**src/rtl/core/iss_pkg.sv**
```systemverilog
`timescale 1ns / 1ps
// ----------------------------------------------------------------------------
// iss_pkg
// Shared constants, codes and controller/datapath types for the range table.
// ----------------------------------------------------------------------------
package iss_pkg;

    localparam int CAPACITY_DEF   = 64;
    localparam int VALUE_BITS_DEF = 32;

    localparam int FIELD_BITS = 32;
    localparam int COUNT_BITS = 7;

    localparam logic [1:0] ACT_INSERT = 2'd0;
    localparam logic [1:0] ACT_ERASE  = 2'd1;
    localparam logic [1:0] ACT_QUERY  = 2'd2;

    localparam logic [1:0] STAT_OK    = 2'd0;
    localparam logic [1:0] STAT_FULL  = 2'd1;
    localparam logic [1:0] STAT_EMPTY = 2'd2;

    // controller -> datapath
    typedef struct packed {
        logic load;    // capture request
        logic rd;      // read entry at scan index
        logic eval;    // classify entry, write first piece
        logic eval2;   // write held second piece
        logic fin;     // place merged range if not yet placed
        logic commit;  // switch banks, load result register
    } t_cmd;

    // datapath -> controller
    typedef struct packed {
        logic more;      // scan index below range count
        logic skip;      // empty range, no scan needed
        logic need2;     // current entry produces two writes
        logic out_free;  // result register can take a new result
    } t_stat;

endpackage

```
**src/rtl/core/iss_ctrl.sv**
```systemverilog
`timescale 1ns / 1ps
// ----------------------------------------------------------------------------
// iss_ctrl
// Sequencer: captures a request, walks the table entry by entry (read, then
// classify), then commits and hands the result to the output register.
// ----------------------------------------------------------------------------
module iss_ctrl (
    input  logic           i_clk,
    input  logic           i_rst_n,
    input  logic           i_req_valid,
    input  iss_pkg::t_stat i_stat,
    output logic           o_idle,
    output iss_pkg::t_cmd  o_cmd
);
    import iss_pkg::*;

    localparam logic [2:0] S_IDLE  = 3'd0;
    localparam logic [2:0] S_READ  = 3'd1;
    localparam logic [2:0] S_EVAL  = 3'd2;
    localparam logic [2:0] S_EVAL2 = 3'd3;
    localparam logic [2:0] S_FIN   = 3'd4;
    localparam logic [2:0] S_DONE  = 3'd5;

    logic [2:0] r_state;
    logic [2:0] n_state;

    assign o_idle = (r_state == S_IDLE);

    always_comb begin
        n_state = r_state;
        o_cmd   = '0;
        case (r_state)
            S_IDLE: begin
                if (i_req_valid) begin
                    o_cmd.load = 1'b1;
                    n_state    = S_READ;
                end
            end
            S_READ: begin
                if (i_stat.skip || !i_stat.more) begin
                    n_state = S_FIN;
                end else begin
                    o_cmd.rd = 1'b1;
                    n_state  = S_EVAL;
                end
            end
            S_EVAL: begin
                o_cmd.eval = 1'b1;
                n_state    = i_stat.need2 ? S_EVAL2 : S_READ;
            end
            S_EVAL2: begin
                o_cmd.eval2 = 1'b1;
                n_state     = S_READ;
            end
            S_FIN: begin
                o_cmd.fin = 1'b1;
                n_state   = S_DONE;
            end
            S_DONE: begin
                if (i_stat.out_free) begin
                    o_cmd.commit = 1'b1;
                    n_state      = S_IDLE;
                end
            end
            default: begin
                n_state = S_IDLE;
            end
        endcase
    end

    always_ff @(posedge i_clk) begin
        if (!i_rst_n) begin
            r_state <= S_IDLE;
        end else begin
            r_state <= n_state;
        end
    end

endmodule

```
**config.mk**
```make
export PLATFORM = sky130hd
export DESIGN_NAME = iss_ctrl
export DESIGN_NICKNAME = d
export VERILOG_FILES = /design/src/rtl/core/iss_pkg.sv /design/src/rtl/core/iss_ctrl.sv
export SDC_FILE = /design/constraint.sdc
export NUM_CORES = 1
export LEC_CHECK = 0
export BUFFER_PORTS_ARGS = -buffer_cell sky130_fd_sc_hd__buf_2
export CAP_MARGIN = 20
export CORE_AREA = 2 2 39 41
export CTS_CLUSTER_SIZE = 8
export DETAILED_ROUTE_END_ITERATION = 10
export DIE_AREA = 0 0 41 43
export GPL_ROUTABILITY_DRIVEN = 0
export PLACE_DENSITY = 0.49
export SYNTH_ARGS = -nofsm -noshare
export SYNTH_HDL_FRONTEND = slang
export SYNTH_SLANG_ARGS = --single-unit
```
**constraint.sdc**
```tcl
create_clock -name i_clk -period 1.53 [get_ports i_clk]
set_input_delay 0.0765 -clock i_clk [delete_from_list [all_inputs] [get_ports i_clk]]
set_output_delay 0.0765 -clock i_clk [all_outputs]
set_load 0.01 [all_outputs]
```
Word level (Yosys, flattened, before mapping)
Index checks and enable logic that the tools add are counted.
{"block": "op_classes", "addsub": 0, "mul": 0, "n_div": 0, "magnitude_cmp": 0, "eq_ne": 7, "shift": 0, "n_mux": 14, "bitwise": 0, "reduce_logical": 4}
{"operator": "3-bit one-hot mux with 6 select lines", "count": 1}
{"operator": "1-bit two-way mux", "count": 9}
{"operator": "3-bit two-way mux", "count": 3}
{"operator": "3-bit by 2-bit == test with 1-bit output (second input constant)", "count": 2}
{"operator": "3-bit == test (second input constant)", "count": 2}
{"operator": "2-bit inequality test (second input constant)", "count": 2}
{"operator": "3-bit by 1-bit == test with 1-bit output (second input constant)", "count": 1}
{"operator": "3-bit zero test", "count": 1}
{"operator": "2-bit two-way mux", "count": 1}
{"operator": "2-bit AND reduction", "count": 1}
{"operator": "1-bit zero test", "count": 1}
{"operator": "1-bit logical OR", "count": 1}
{"block": "word_totals", "ff_bits": 3, "latchBits": 0, "mem_bits_rw": 0, "mem_bits_ro": 0, "inputBits": 7, "out_inout_bits": 7, "word_cells": 26, "mem_count": 0}

Logic depth before layout (Yosys ltp)
{"block": "depth", "word_depth": 4, "ltp_mapped": 4, "mapped_depth_nobuf": 3}

Worst setup path before layout
No wires, ideal clock.
{"block": "synth_timing", "kind": "register to output", "startpoint": "reg r_state[1]", "endpoint": "out o_cmd[5] in the netlist's numbering", "arrival_time_ns": 1.006, "required_time_ns": 1.453, "path_slack_ns": 0.448, "path_stages_with_launch": 4, "path_buffers": 1, "cell_sequence": "dfxtp_1 buf_2 nor3_1 and2_1"}
{"element": "start: declaration", "line": "iss_ctrl.sv:24", "text": "logic [2:0] r_state;"}
{"element": "start signal: assignment", "line": "iss_ctrl.sv:75", "text": "r_state <= n_state;"}
{"element": "end: declaration", "line": "iss_ctrl.sv:13", "text": "output iss_pkg::t_cmd o_cmd"}

==> impl_metrics.csv <==
group,metric,value,unit
outcome,status,"finished, final reports clean",
cells_and_area,finish.utilization,0.2224,
synth,yosys.area_share.simple,0.4845,
timing,fin_crit_sh,0.8518,
floorplanning,num_rows,14,
critical_path,crit_family,"flip-flops",
clocking,cts_setup_buffers,0,
floorplanning,fp.dieW,41,um
clocking,ctsResizeCount,0,
synth,ys_ff_latch,3,
global_route,grt.overflow.total,0,
global_route,grt_pass1_vias,196,
timing,timing.hold.ws,0.08644,ns
synth,synth_mux_area_frac,0,
timing,layout_min_cycle_time,1.303,ns
detailed_routing,vias_per_cell,3.877,
cells_and_area,nFillCells,162,
floorplanning,io-pin-count,14,
clocking,clockBufferDepth,2,
global_route,track_usage,0.07315,
cells_and_area,final_area,307.8,um2
synth,synth-xor-area-share,0,
critical_path,slowest_stage,"dfxtp_1",
global_route,grt_first_pass_wirelength,786,um
synth,synth_top_family_by_area,"simple AND/OR/NAND/NOR gates",
power_and_ir_drop,max-vdd-ir-drop,0.3323,mV
detailed_routing,ant_nets,0,
cells_and_area,area_growth,52.80,%
critical_path,crit_fanout,7,
critical_path,cp_data_arrival_time,1.23,ns
floorplanning,initial_core_util,0.1456,
synth,yosysTopAreaCellShare,0.2981,
synth,ys_warn_count,0,
cells_and_area,layout.cells.non_filler,57,
synth,netlist_instances,25,
clocking,cts_tree,"built",
synth,synth.cell_area,201.4,um2
min_path,hold_class,"in2reg",
floorplanning,die_h,43,um
cells_and_area,fin_nets,49,
synth,synth_compound_area_frac,0.1739,
floorplanning,coreArea,1384,um2
timing,hold_viol,0,
timing,slew_violations,0,
critical_path,reg2reg_depth,3,
placed_design,placement.cell_area,281.5,um2
synth,yosys-top-cells-area,"dfxtp_1 30%, nor3_1 7.5%, nor3b_1 7.5%",
synth,ys_types,16,
synth,postSynthAreaPerCell,8.058,um2
cells_and_area,top_register,"r_state",
synth,yosys.area.top_type,"dfxtp_1",
min_path,hold-path-cell-count,2,
cells_and_area,largest_reg_flops,3,
cells_and_area,diodes,0,
clocking,clock-root-buffer,"clkbuf_4",
placed_design,place.port_buffers,13,
clocking,cts_sinks,3,
timing,slew-limit-headroom,0.7778,
run,drv_cap,0,
timing,fmax,767.3,MHz
global_route,antenna_found_initial,0,
critical_path,worstPathRequired,1.45,ns
critical_path,cp_num_cells,3,
critical_path,cp.buffers_inverters,1,
cells_and_area,top_regs,"r_state (3)",
floorplanning,die_area,1763,um2
clocking,hold_buffers,0,
synth,synth_nets,32,
timing,finalClockSkew,0.004474,ns
clocking,path_clk_slew,0.04,ns
detailed_routing,num_vias,221,
clocking,cts_htree_levels,1,
cells_and_area,layout-drive-gt1-share,0.4634,
critical_path,critical-path-max-stage-delay,0.44,ns
detailed_routing,post_drt_wl_per_cell,8.421,um
timing,final-setup-viol-count,0,
critical_path,crit_path_start_kind,"flop",
critical_path,cp_cell_sequence,"and2b_1 > and2_2 > buf_2",
timing,timing.setup.tns,0,ns
global_route,grt_max_degree,12,
detailed_routing,drtIter0Drc,3,
timing,rsz0062_at_grt,"false",
critical_path,end_kind,"primary output",
clocking,clk_latency,0.23,ns
detailed_routing,dr.pass1.iters,2,
power_and_ir_drop,cellLeakagePower,0.1527,nW
synth,synth_adder_area_share,0,
timing,worst_slew_pin_slew,0.3328,ns
synth,synth_seq_area_share,0.2981,
placed_design,place_inst,53,
power_and_ir_drop,p_per_area,978.1,nW/um2
detailed_routing,wirelength,480,um
critical_path,critPathKind,"reg2out",
detailed_routing,drc_errors,0,
clocking,numCtsBuffers,3,
path summary, 6_finish.rpt:
| kind | slack [ns] | startpoint | end |
|---|---|---|---|
| worst max-delay path | 0.23 | r_state[2] | o_cmd[2] |
| worst min-delay path | 0.09 | i_rst_n | r_state[0] |
| worst max register to register | 0.49 | r_state[2] | r_state[2] |
| worst min register to register | 0.61 | r_state[2] | r_state[0] |
Yosys cell counts (all sizes together):
library cell	count
nor2	1
nand2b	2
buf	1
o211a	1
dfxtp	3
and2	2
nand2	3
nor3b	3
a22oi	1
nor3	3
o22ai	2
and3	1
and2b	1
inv	1
power breakdown:
part / leakage (nW) / switching [W] / internal [W] / total (W)
logic: 0.113 / 0.0000304 / 0.0000342 / 0.0000646
registers: 0.0246 / 0.0000121 / 0.0000851 / 0.0000972
clock network: 0.0150 / 0.0000414 / 0.0000978 / 0.000139
per-stage QoR:
step / setup slack (ns) / total power [W]
2_1_floorplan: 0.4476 / 0.0001380
6_report: 0.2268 / 0.0003011
3_5_place_dp: 0.4657 / 0.0001642
3_3_place_gp: 0.4805 / 0.0001641
5_1_grt: 0.1371 / 0.0003312
4_1_cts: 0.2214 / 0.0003082
routing by layer:
metal  routed length, um  vias to the layer above  GRT usage
li1                    -                      122          -
met1                 219                       87    0.08946
met2                 186                       12    0.07500
met3                  74                        0    0.07853
met4                   0                        0    0.04000
met5                   0                        -          0
cell families (layout without fill, tap and decap cells):
logic type | after synthesis | after routing
and+or+nand+nor | 16 | 16
buffers and inverters | 2 | 18
DFF | 3 | 3
AOI/OAI and AO/OA | 4 | 4
cell usage in the layout, fill, tap and decap left out:
master and instances:
o22ai_1 2, nor3b_2 1, and2_2 1, nor3_1 3
clkbuf_1 1, o211a_1 1, and2b_1 1, clkbuf_4 3
buf_2 13, and3_1 1, and2_1 1, nand2b_1 2
dfxtp_1 3, nand2_1 3, a22oi_2 1, nor3b_1 2
inv_1 1, nor2_1 1
layout make-up:
cell class / count / area (um2) / area share
flip-flops and latches: 3 / 60.06 / 0.1951
well taps: 16 / 20.02 / 0.06504
clock buffers: 4 / 26.28 / 0.08537
inverters: 1 / 3.754 / 0.01220
repair buffers: 13 / 65.06 / 0.2114
multi-input cells: 20 / 132.6 / 0.4309
Note: power is estimated with default switching activity, not from simulation.
